## src/mandel_pkg.sv

```systemverilog
// shared types, constants and helpers for the escape-time pixel block
// used by mandel_mul, mandel_div and mandelbrot_escape_time_pixel
// no dependencies
package mandel_pkg;

  localparam int COORD_W   = 32;
  localparam int CFG_W     = 31;
  localparam int CFG_IDX_W = 3;
  localparam int DIM_W     = 13;
  localparam int IDX_W     = 12;
  localparam int COUNT_W   = 16;
  localparam int FRAC_BITS = 28;
  localparam int PROD_W    = 2 * COORD_W;
  localparam int DIV_W     = 44;
  localparam int DIV_CNT_W = 6;
  localparam int SAT_W     = 48;

  localparam logic [DIM_W-1:0] MAX_DIM = DIM_W'(4096);
  localparam logic [DIM_W-1:0] MIN_DIM = DIM_W'(1);

  // 4.0 in Q8.56
  localparam logic [PROD_W-1:0] ESCAPE_LIMIT = PROD_W'(4) << (2 * FRAC_BITS);

  localparam logic signed [SAT_W-1:0] COORD_MAX = SAT_W'(64'sd2147483647);
  localparam logic signed [SAT_W-1:0] COORD_MIN = SAT_W'(-64'sd2147483648);

  // configuration register indexes
  localparam logic [CFG_IDX_W-1:0] REG_REAL_MIN   = 3'd0;
  localparam logic [CFG_IDX_W-1:0] REG_REAL_MAX   = 3'd1;
  localparam logic [CFG_IDX_W-1:0] REG_IMAG_MIN   = 3'd2;
  localparam logic [CFG_IDX_W-1:0] REG_IMAG_MAX   = 3'd3;
  localparam logic [CFG_IDX_W-1:0] REG_COLUMNS    = 3'd4;
  localparam logic [CFG_IDX_W-1:0] REG_ROWS       = 3'd5;
  localparam logic [CFG_IDX_W-1:0] REG_ITER_LIMIT = 3'd6;

  typedef enum logic [3:0] {
    ST_IDLE,
    ST_MAP_MUL,
    ST_MAP_DIV,
    ST_MAP_WAIT,
    ST_MUL_RR,
    ST_MUL_II,
    ST_CHECK,
    ST_MUL_RI,
    ST_UPDATE,
    ST_DONE
  } state_t;

  typedef struct packed {
    logic             load;
    logic [DIV_W-1:0] dividend;
    logic [DIM_W-1:0] divisor;
  } div_req_t;

  typedef struct packed {
    logic             ready;
    logic [DIV_W-1:0] quotient;
  } div_rsp_t;

  function automatic logic signed [COORD_W-1:0] sat_coord(input logic signed [SAT_W-1:0] v);
    logic signed [COORD_W-1:0] r;
    if (v > COORD_MAX) begin
      r = COORD_MAX[COORD_W-1:0];
    end else if (v < COORD_MIN) begin
      r = COORD_MIN[COORD_W-1:0];
    end else begin
      r = v[COORD_W-1:0];
    end
    return r;
  endfunction

endpackage

```

## src/mandel_mul.sv

```systemverilog
// shared signed 32 x 32 multiplier with registered 64-bit product
// depends on mandel_pkg
module mandel_mul (
  input  logic                                    clk,
  input  logic signed [mandel_pkg::COORD_W-1:0]   a,
  input  logic signed [mandel_pkg::COORD_W-1:0]   b,
  output logic signed [mandel_pkg::PROD_W-1:0]    prod
);

  always_ff @(posedge clk) begin
    prod <= a * b;
  end

endmodule

```

## src/mandel_div.sv

```systemverilog
// restoring divider, one quotient bit per cycle, unsigned operands
// depends on mandel_pkg
module mandel_div (
  input  logic                  clk,
  input  logic                  rst,
  input  mandel_pkg::div_req_t  req,
  output mandel_pkg::div_rsp_t  rsp
);

  logic [mandel_pkg::DIV_W-1:0]     quo;
  logic [mandel_pkg::DIM_W-1:0]     rem;
  logic [mandel_pkg::DIM_W-1:0]     dvs;
  logic [mandel_pkg::DIV_CNT_W-1:0] cnt;
  logic [mandel_pkg::DIM_W:0]       trial;
  logic                             ge;

  // remainder stays below the divisor, so 13 bits plus the incoming bit suffice
  always_comb begin
    trial = {rem, quo[mandel_pkg::DIV_W-1]};
    ge    = trial >= {1'b0, dvs};
  end

  always_ff @(posedge clk) begin
    if (rst) begin
      cnt <= '0;
    end else if (req.load) begin
      cnt <= mandel_pkg::DIV_CNT_W'(mandel_pkg::DIV_W);
    end else if (cnt != '0) begin
      cnt <= cnt - mandel_pkg::DIV_CNT_W'(1);
    end
  end

  always_ff @(posedge clk) begin
    if (req.load) begin
      quo <= req.dividend;
      rem <= '0;
      dvs <= req.divisor;
    end else if (cnt != '0) begin
      quo <= {quo[mandel_pkg::DIV_W-2:0], ge};
      rem <= ge ? mandel_pkg::DIM_W'(trial - {1'b0, dvs}) : trial[mandel_pkg::DIM_W-1:0];
    end
  end

  assign rsp.ready    = (cnt == '0);
  assign rsp.quotient = quo;

endmodule

```

## src/mandelbrot_escape_time_pixel.sv

```systemverilog
// escape-time evaluation of one pixel: map to c, iterate z = z*z + c
// the next start is taken the cycle after done. mapping uses the 44-step divider
// twice, each iteration steps through MUL_RR, MUL_II, CHECK, MUL_RI and UPDATE on
// the one shared 32 x 32 multiplier.
// done is a single-cycle strobe the receiver cannot stall.
// reset (rst, synchronous) returns the sequencer to idle and the config registers to defaults
module mandelbrot_escape_time_pixel (
  input  logic                                       clk,
  input  logic                                       rst,
  input  logic                                       cfg_write,
  input  logic [mandel_pkg::CFG_IDX_W-1:0]           cfg_index,
  input  logic [mandel_pkg::CFG_W-1:0]               cfg_data,
  input  logic                                       start,
  output logic                                       busy,
  input  logic [mandel_pkg::IDX_W-1:0]               column_index,
  input  logic [mandel_pkg::IDX_W-1:0]               row_index,
  output logic                                       done,
  output logic signed [mandel_pkg::COORD_W-1:0]      point_real,
  output logic signed [mandel_pkg::COORD_W-1:0]      point_imag,
  output logic [mandel_pkg::COUNT_W-1:0]             iteration_count,
  output logic signed [mandel_pkg::COORD_W-1:0]      final_real,
  output logic signed [mandel_pkg::COORD_W-1:0]      final_imag,
  output logic                                       inside_set
);

  // configuration
  logic signed [mandel_pkg::CFG_W-1:0] real_min;
  logic signed [mandel_pkg::CFG_W-1:0] real_max;
  logic signed [mandel_pkg::CFG_W-1:0] imag_min;
  logic signed [mandel_pkg::CFG_W-1:0] imag_max;
  logic [mandel_pkg::DIM_W-1:0]        columns_in_use;
  logic [mandel_pkg::DIM_W-1:0]        rows_in_use;
  logic [mandel_pkg::COUNT_W-1:0]      iteration_limit;

  mandel_pkg::state_t state;
  mandel_pkg::state_t state_next;
  logic               axis;

  // datapath registers
  logic [mandel_pkg::IDX_W-1:0]          col_q;
  logic [mandel_pkg::IDX_W-1:0]          row_q;
  logic                                  quo_neg;
  logic signed [mandel_pkg::COORD_W-1:0] cr;
  logic signed [mandel_pkg::COORD_W-1:0] ci;
  logic signed [mandel_pkg::COORD_W-1:0] zr;
  logic signed [mandel_pkg::COORD_W-1:0] zi;
  logic signed [mandel_pkg::COORD_W-1:0] nr;
  logic signed [mandel_pkg::PROD_W-1:0]  rr;
  logic signed [mandel_pkg::PROD_W-1:0]  ii;
  logic [mandel_pkg::COUNT_W-1:0]        n;
  logic                                  bounded;

  logic signed [mandel_pkg::COORD_W-1:0] mul_a;
  logic signed [mandel_pkg::COORD_W-1:0] mul_b;
  logic signed [mandel_pkg::PROD_W-1:0]  prod;
  mandel_pkg::div_req_t                  div_req;
  mandel_pkg::div_rsp_t                  div_rsp;

  logic signed [mandel_pkg::COORD_W-1:0] diff_re;
  logic signed [mandel_pkg::COORD_W-1:0] diff_im;
  logic [mandel_pkg::DIM_W-1:0]          dim_raw;
  logic [mandel_pkg::DIM_W-1:0]          dim_eff;
  logic [mandel_pkg::PROD_W-1:0]         prod_mag;
  logic signed [mandel_pkg::DIV_W:0]     quo_signed;
  logic signed [mandel_pkg::CFG_W-1:0]   lo_sel;
  logic signed [mandel_pkg::COORD_W-1:0] mapped;
  logic [mandel_pkg::PROD_W-1:0]         modulus;
  logic                                  keep_going;
  logic signed [mandel_pkg::PROD_W-1:0]  sq_diff;
  logic signed [mandel_pkg::COORD_W-1:0] nr_val;
  logic signed [mandel_pkg::COORD_W-1:0] ni_val;

  mandel_mul u_mul (
    .clk  (clk),
    .a    (mul_a),
    .b    (mul_b),
    .prod (prod)
  );

  mandel_div u_div (
    .clk (clk),
    .rst (rst),
    .req (div_req),
    .rsp (div_rsp)
  );

  // mapping arithmetic
  always_comb begin
    diff_re    = mandel_pkg::COORD_W'(real_max) - mandel_pkg::COORD_W'(real_min);
    diff_im    = mandel_pkg::COORD_W'(imag_max) - mandel_pkg::COORD_W'(imag_min);
    dim_raw    = axis ? rows_in_use : columns_in_use;
    if (dim_raw == '0) begin
      dim_eff = mandel_pkg::MIN_DIM;
    end else if (dim_raw > mandel_pkg::MAX_DIM) begin
      dim_eff = mandel_pkg::MAX_DIM;
    end else begin
      dim_eff = dim_raw;
    end
    prod_mag   = prod[mandel_pkg::PROD_W-1] ? mandel_pkg::PROD_W'(-prod)
                                            : mandel_pkg::PROD_W'(prod);
    // truncating division: divide the magnitude, then restore the sign
    quo_signed = quo_neg ? -$signed({1'b0, div_rsp.quotient})
                         : $signed({1'b0, div_rsp.quotient});
    lo_sel     = axis ? imag_min : real_min;
    mapped     = mandel_pkg::sat_coord(mandel_pkg::SAT_W'(lo_sel)
                                       + mandel_pkg::SAT_W'(quo_signed));
  end

  // iteration arithmetic
  always_comb begin
    modulus    = $unsigned(rr) + $unsigned(prod);
    keep_going = (modulus < mandel_pkg::ESCAPE_LIMIT) && (n < iteration_limit);
    sq_diff    = rr - ii;
    nr_val     = mandel_pkg::sat_coord(
                   mandel_pkg::SAT_W'($signed(sq_diff[mandel_pkg::PROD_W-1:mandel_pkg::FRAC_BITS]))
                   + mandel_pkg::SAT_W'(cr));
    ni_val     = mandel_pkg::sat_coord(
                   mandel_pkg::SAT_W'($signed(prod[mandel_pkg::PROD_W-1:mandel_pkg::FRAC_BITS-1]))
                   + mandel_pkg::SAT_W'(ci));
  end

  // next state
  always_comb begin
    state_next = state;
    unique case (state)
      mandel_pkg::ST_IDLE:     if (start) state_next = mandel_pkg::ST_MAP_MUL;
      mandel_pkg::ST_MAP_MUL:  state_next = mandel_pkg::ST_MAP_DIV;
      mandel_pkg::ST_MAP_DIV:  state_next = mandel_pkg::ST_MAP_WAIT;
      mandel_pkg::ST_MAP_WAIT: begin
        if (div_rsp.ready) begin
          state_next = axis ? mandel_pkg::ST_MUL_RR : mandel_pkg::ST_MAP_MUL;
        end
      end
      mandel_pkg::ST_MUL_RR:   state_next = mandel_pkg::ST_MUL_II;
      mandel_pkg::ST_MUL_II:   state_next = mandel_pkg::ST_CHECK;
      mandel_pkg::ST_CHECK: begin
        state_next = keep_going ? mandel_pkg::ST_MUL_RI : mandel_pkg::ST_DONE;
      end
      mandel_pkg::ST_MUL_RI:   state_next = mandel_pkg::ST_UPDATE;
      mandel_pkg::ST_UPDATE:   state_next = mandel_pkg::ST_MUL_RR;
      mandel_pkg::ST_DONE:     state_next = mandel_pkg::ST_IDLE;
      default:                 state_next = mandel_pkg::ST_IDLE;
    endcase
  end

  // sequencer outputs
  always_comb begin
    mul_a            = zr;
    mul_b            = zr;
    div_req.load     = 1'b0;
    div_req.dividend = prod_mag[mandel_pkg::DIV_W-1:0];
    div_req.divisor  = dim_eff;
    done             = 1'b0;
    busy             = (state != mandel_pkg::ST_IDLE);
    unique case (state)
      mandel_pkg::ST_MAP_MUL: begin
        mul_a = axis ? diff_im : diff_re;
        mul_b = $signed(mandel_pkg::COORD_W'(axis ? row_q : col_q));
      end
      mandel_pkg::ST_MAP_DIV: div_req.load = 1'b1;
      mandel_pkg::ST_MUL_II: begin
        mul_a = zi;
        mul_b = zi;
      end
      mandel_pkg::ST_MUL_RI: mul_b = zi;
      mandel_pkg::ST_DONE:   done = 1'b1;
      default: ;
    endcase
  end

  // control and configuration
  always_ff @(posedge clk) begin
    if (rst) begin
      state           <= mandel_pkg::ST_IDLE;
      axis            <= 1'b0;
      real_min        <= '0;
      real_max        <= '0;
      imag_min        <= '0;
      imag_max        <= '0;
      columns_in_use  <= mandel_pkg::DIM_W'(1);
      rows_in_use     <= mandel_pkg::DIM_W'(1);
      iteration_limit <= '0;
    end else begin
      state <= state_next;
      if (state == mandel_pkg::ST_IDLE) begin
        axis <= 1'b0;
      end else if (state == mandel_pkg::ST_MAP_WAIT && div_rsp.ready) begin
        axis <= 1'b1;
      end
      if (cfg_write) begin
        unique case (cfg_index)
          mandel_pkg::REG_REAL_MIN:   real_min        <= cfg_data;
          mandel_pkg::REG_REAL_MAX:   real_max        <= cfg_data;
          mandel_pkg::REG_IMAG_MIN:   imag_min        <= cfg_data;
          mandel_pkg::REG_IMAG_MAX:   imag_max        <= cfg_data;
          mandel_pkg::REG_COLUMNS:    columns_in_use  <= cfg_data[mandel_pkg::DIM_W-1:0];
          mandel_pkg::REG_ROWS:       rows_in_use     <= cfg_data[mandel_pkg::DIM_W-1:0];
          mandel_pkg::REG_ITER_LIMIT: iteration_limit <= cfg_data[mandel_pkg::COUNT_W-1:0];
          default: ;
        endcase
      end
    end
  end

  // datapath
  always_ff @(posedge clk) begin
    unique case (state)
      mandel_pkg::ST_IDLE: begin
        if (start) begin
          col_q <= column_index;
          row_q <= row_index;
          zr    <= '0;
          zi    <= '0;
          n     <= '0;
        end
      end
      mandel_pkg::ST_MAP_DIV: quo_neg <= prod[mandel_pkg::PROD_W-1];
      mandel_pkg::ST_MAP_WAIT: begin
        if (div_rsp.ready) begin
          if (axis) begin
            ci <= mapped;
          end else begin
            cr <= mapped;
          end
        end
      end
      mandel_pkg::ST_MUL_II: rr <= prod;
      mandel_pkg::ST_CHECK: begin
        ii      <= prod;
        bounded <= (modulus < mandel_pkg::ESCAPE_LIMIT);
      end
      mandel_pkg::ST_MUL_RI: nr <= nr_val;
      mandel_pkg::ST_UPDATE: begin
        zr <= nr;
        zi <= ni_val;
        n  <= n + mandel_pkg::COUNT_W'(1);
      end
      default: ;
    endcase
  end

  assign point_real      = cr;
  assign point_imag      = ci;
  assign iteration_count = n;
  assign final_real      = zr;
  assign final_imag      = zi;
  assign inside_set      = bounded;

  a_done_busy: assert property (@(posedge clk) disable iff (rst) done |-> busy)
    else $error("result beat outside a busy period");

  a_done_single: assert property (@(posedge clk) disable iff (rst) done |=> !done)
    else $error("result beat repeated");

  a_count_limit: assert property (@(posedge clk) disable iff (rst)
      done |-> (iteration_count <= iteration_limit))
    else $error("iteration count beyond limit");

  a_escape_needs_iter: assert property (@(posedge clk) disable iff (rst)
      (done && !inside_set) |-> (iteration_count != '0))
    else $error("escape reported with no iteration");

  a_start_takes: assert property (@(posedge clk) disable iff (rst) (start && !busy) |=> busy)
    else $error("accepted start did not raise busy");

endmodule

```

## config.mk

```make
export PLATFORM = sky130hd
export DESIGN_NAME = mandelbrot_escape_time_pixel
export DESIGN_NICKNAME = d
export VERILOG_FILES = /design/src/mandel_pkg.sv /design/src/mandel_mul.sv /design/src/mandel_div.sv /design/src/mandelbrot_escape_time_pixel.sv
export SDC_FILE = /design/constraint.sdc
export NUM_CORES = 2
export LEC_CHECK = 0
export BUFFER_PORTS_ARGS = -buffer_cell sky130_fd_sc_hd__buf_2
export CORE_MARGIN = 4
export CORE_UTILIZATION = 40
export DETAILED_ROUTE_END_ITERATION = 10
export MAX_ROUTING_LAYER = met4
export SETUP_SLACK_MARGIN = 0.3
export SYNTH_ARGS = -nofsm -noshare
export SYNTH_HDL_FRONTEND = slang
export SYNTH_SLANG_ARGS = --single-unit
```

## constraint.sdc

```tcl
create_clock -name clk -period 29 [get_ports clk]
set_clock_uncertainty 0.15 [all_clocks]
set_input_delay 0 -clock clk [delete_from_list [all_inputs] [get_ports clk]]
set_output_delay 0 -clock clk [all_outputs]
set_load 0.01 [all_outputs]
```

Word-level counts from Yosys, hierarchy flattened:

Index checks and enable logic that the tools add are counted.

* shift-type cells: 0
* equal/unequal tests: 17
* multipliers: 1
* reductions and logical operators: 26
* $lt $le $gt $ge: 10
* bitwise logic cells: 1
* muxes and demuxes: 31
* divide/modulo/power cells: 0
* add/subtract/negate cells: 12

Operators with widths (number)
* $pmux 32 s2: 4
* $mux 32: 7
* $mux 44: 3
* $add 64x64->64: 1
* $lt 64x59->1 const B: 1
* $mul 32x32->64: 1
* $sub 31x31->32: 2
* $sub 64x64->64: 1
* $add 31x45->46: 1
* $gt 46x32->1 const B: 1
* $lt 46x32->1 const B: 1
* $mux 45: 1
* $neg 44->45: 1
* $neg 44->44: 1
* $mux 13: 3
* $add 37x32->38: 1
* $gt 38x32->1 const B: 1
* $lt 38x32->1 const B: 1
* $add 36x32->37: 1
* $gt 37x32->1 const B: 1
* $lt 37x32->1 const B: 1
* $pmux 4 s9: 1
* $pmux 16 s2: 1
* $mux 31: 1
* 32 further kinds: 60

* bits in read-only memories: 0
* register bits: 641
* memory bits (writable): 0
* memories: 0
* bits in latches: 0
* word-level logic and storage cells: 126
* input port bits: 62
* output and inout port bits: 147

Logic depth before layout (Yosys ltp):

* word-level depth: 6
* depth in mapped cells: 43
* gate-level depth less buffers: 42

Modules after synthesis:

From an unflattened synthesis, not the netlist that was laid out.

* cells, all modules: 8400
* area, all modules: 77000.1 µm²

By module, submodules not included
* mandel_mul: instances 1, cells an instance 4118, seq. area each 1281.2 µm², area each 38069.0 µm²
* mandelbrot_escape_time_pixel: instances 1, cells an instance 3984, seq. area each 13332.8 µm², area each 35203.8 µm²
* mandel_div: instances 1, cells an instance 298, seq. area each 2092.0 µm², area each 3727.3 µm²

Worst setup path before layout:

OpenSTA, ideal clock, no wires.

* path kind: register to register
* from: register real_min[1] in the netlist's numbering
* to: register u_mul.prod[60] in the netlist's numbering
* setup time: 0.072 ns
* clock period less this slack: 11.190 ns
* stages on the path, launching flop included: 38
* setup slack: 17.810 ns
* arrival time: 10.968 ns
* data required time: 28.778 ns
* path buffers: 1
* cells stage by stage: dfxtp_1 > inv_1 > ha_1 > nor2b_1 > o31ai_1 > a21oi_1 > nor4b_1 > o31ai_1 > o31a_1 > and3_1 > o21ai_0 > nor4_1 > o31ai_1 > clkbuf_1 > nand2_1 > fa_1 > inv_1 > fa_1 > [... 2 more ...] > fa_1 > inv_1 > fa_1 > fa_1 > fa_1 > inv_1 > fa_1 > inv_1 > ha_1 > a21o_1 > a21o_1 > a21oi_1 > nor2_1 > a211oi_1 > o21a_1 > nor2_1 > a221oi_1 > xnor2_1

* longest elaborated chain between the ends: 4

Ends and longest elaborated chain
* start, declared: RTL line mandelbrot_escape_time_pixel.sv:27 `logic signed [mandel_pkg::CFG_W-1:0] real_min;`
* start signal, assigned: RTL line mandelbrot_escape_time_pixel.sv:192 `mandel_pkg::REG_REAL_MIN: real_min <= cfg_data;`
* $sub 31x31->32: RTL line mandelbrot_escape_time_pixel.sv:89 `diff_re = mandel_pkg::COORD_W'(real_max) - mandel_pkg::COORD_W'(real_min);`
* $mux 32: RTL line mandelbrot_escape_time_pixel.sv:157 `mul_a = axis ? diff_im : diff_re;`
* $pmux 32 s2: RTL line mandelbrot_escape_time_pixel.sv:155 `unique case (state)`
* $mul 32x32->64: RTL line mandel_mul.sv:11 `prod <= a * b;`
* end signal, assigned: RTL line mandel_mul.sv:11
* end, declared: RTL line mandel_mul.sv:7 `output logic signed [mandel_pkg::PROD_W-1:0] prod`

No other way between the ends.
A chain may end at the register's enable or synchronous reset.

Worst setup path in the final report:

* from: register real_min[2] in the netlist's numbering
* to: register u_mul.prod[61] in the netlist's numbering

The elaborated chain is that of the path after synthesis.

==> metrics.cfg <==
[setup_path]
setup.worst_path.end = u_mul.prod[61]
crit_top_cell = fa_1
cp.arrival_ps = 13160
critical_path_class = flop to flop
cp_data_required_time_ps = 29470
r2r-start = real_min[2]
r2r_end = u_mul.prod[61]
startpoint_type = flop
slowest_delay_ps = 1090
startpoint = real_min[2]
reg2reg_slack_ps = 16310
path_max_fanout = 22
crit_path_end_kind = flop
cp_slowest_cell = a2111oi_0
reg2reg_depth = 39

[floorplanning]
initial_core_util_pct = 40.4
fp-row-count = 159
coreArea_um2 = 188000
fp.dieH_um = 444
die_w_um = 444
die_area_um2 = 197000
ios = 209

[cells_and_area]
num-nets-final = 10300
final_layout_size_suffix_gt1_share_pct = 6.69
synthToLayoutAreaGrowth_pct = 10.1

[logic_synthesis]
synth-main-ff-cell = edfxtp_1
synth_top_family_by_area = adder cells
synth.largest_area_cell = fa_1
netlist.area_leader.share_pct = 28.6
syn_inst = 8514
synth-simple-area-share_pct = 14.6
synthTopCellsByArea = fa_1 29%, edfxtp_1 15%, ha_1 8.6%
synth-compound-area-share_pct = 13.0
post_synth.cell_area_avg_um2 = 8.93
synth_xor_xnor_area_share_pct = 4.00
ys_seq_elements = 641
syn_nets = 10200
async_flop_share_pct = 0
synth_edf_count = 387
syn_area_um2 = 76100
synth.distinct_cells = 82
ys_seq_area_share_pct = 22.0
synthAdderAreaFrac_pct = 37.2
synth_mux_area_share_pct = 0.717
yosys_warnings = 0

[placed_design]
place.detailed.hpwl_um = 221000
gp_congestion = 1.02
place_ws_ps = 16560
io_buffers = 208

[cts]
clockBufferDepth = 3
cts_tree = done
clk_pin_slew_ps = 60
htreeDepth = 3
clockRootBuffer = clkbuf_16
clock-sinks = 641
clk_latency_ps = 700
cts-buffers-inserted = 75
cts_setup_buffers = 0

[timing]
hold_viol_final = 0
max_freq_ghz = 0.0788
fin_crit_sh_pct = 43.8
drv_slew = 0
grt_setup_unrepaired = false
fin_tns_setup_ps = 0
period_needed_ps = 12690
worst_slack_ps = 16310
slew_headroom_pct = 13.2
worst_pin_slew_ps = 1300
setup_viol = 0

[grt]
grt_pass1_vias = 62900
grt-ovfl-total = 0
grt_use_total_pct = 28.5
antenna_found_initial = 19
grt_max_degree = 96
grt_pass1_wl_um = 408000

[route]
antenna_left = 0
dr_total_vias = 62800
wirelength_um = 275000
via_per_inst = 5.60
drtIter0Drc = 5829
wl_per_cell_um = 24.5
drc = 1
drt-pass1-iter-count = 9

[outcome]
violations = DRC
status = finished with violations

[hold_path]
min_path_type = primary input to flop

[flow_run]
maxCapViolations = 0

-- placed cells by master (no fill, tap or decap), types with 85 or more instances in the layout --
cell / n
nor2_1: 777
nand3_1: 101
buf_2: 207
inv_1: 1369
dfxtp_1: 252
o21ai_0: 366
nand2_1: 1142
edfxtp_1: 387
a21oi_1: 515
ha_1: 520
buf_4: 118
xnor2_1: 205
xor2_1: 142
a21o_1: 137
fa_1: 1088
dlygate4sd3_1: 91
nand2b_1: 85
-- stage by stage --
stage	utilization (%)	instances	hold slack (ps)	instance area, um2
global route	44.4	11200	68.2	83700
finish	44.5	11200	89.1	83800
detailed placement	42.6	11000	28.7	80200
CTS	44.4	11200	23.0	83700
global placement	42.6	11000	29.4	80200
floorplan	-	8514	-51.1	76100
-- cell usage after synthesis, types with 74 or more instances --
cell and instances:
inv_1 1370, nand2_1 1145, fa_1 1088, nor2_1 784, a21oi_1 526, ha_1 520, edfxtp_1 387, o21ai_0 368
clkbuf_1 337, dfxtp_1 254, xnor2_1 205, xor2_1 142, a21o_1 137, nand3_1 103, nand2b_1 86, a211oi_1 74
and3_1 74
-- state kept, by name (all words and copies together), names as in the netlist, 32 cells and up --
| signal | count |
|---|---|
| u_div.quo | 44 |
| point_imag | 32 |
| final_imag | 32 |
| nr | 32 |
| rr | 64 |
| final_real | 32 |
| ii | 64 |
| point_real | 32 |
| u_mul.prod | 64 |
-- kinds of logic (layout without fill, tap and decap cells) --
group,Yosys count,in the layout
compound gates,1580,1580
xor+xnor,347,347
fa+ha+maj,1608,1608
buf+inv,1726,1927
flops,641,641
mux,54,54
other cells,0,12
simple gates,2558,2558
-- worst max-delay path: cells and delay by family, from the launching register on --
| kind | cells | cell delay [ps] |
|---|---|---|
| adders and majority gates | 10 | 4720 |
| AOI/OAI and AO/OA | 11 | 4260 |
| and+or+nand+nor | 7 | 1370 |
| muxes | 1 | 840 |
| buffers and inverters | 8 | 560 |
| xor gates and xnor gates | 2 | 400 |
| DFF | 1 | 320 |
-- worst min path at each step --
stage                                from           end  slack (ps)  cells after the start
after global placement    column_index[1]      col_q[1]          30                      1
after global routing         cfg_data[25]  imag_min[25]          70                      4
after floorplan           column_index[0]      col_q[0]         -50                      0
final                        cfg_data[24]  imag_max[24]          90                      4
after CTS                    cfg_data[24]  imag_max[24]          20                      4
after detailed placement  column_index[8]      col_q[8]          30                      1
-- final cells by class --
class	instances	area, um2
Fill cell	18200	105000
Multi-Input combinational cell	6147	53300
Sequential cell	641	16700
Inverter	1370	5140
Tap cell	2495	3120
Timing Repair Buffer	418	2870
Clock buffer	104	2180
Clock inverter	35	377
Antenna cell	12	30.0
-- timing repair --
item,CTS,global route
hold buffers,93,0
gates resized for setup,0,0
hold endpoints to repair,200,0
-- layer usage --
layer  global-route usage (%)  wire (um)  vias up
li1                         -          -    28000
met1                     37.4     114000    31700
met2                     43.2     122000     2622
met3                     4.27      21300      519
met4                     13.9      17100        0
met5                        -          0        -
Power is left out: the tool's default activity adds up to more than one toggle a clock period on the data nets, which glitch-free logic cannot reach.
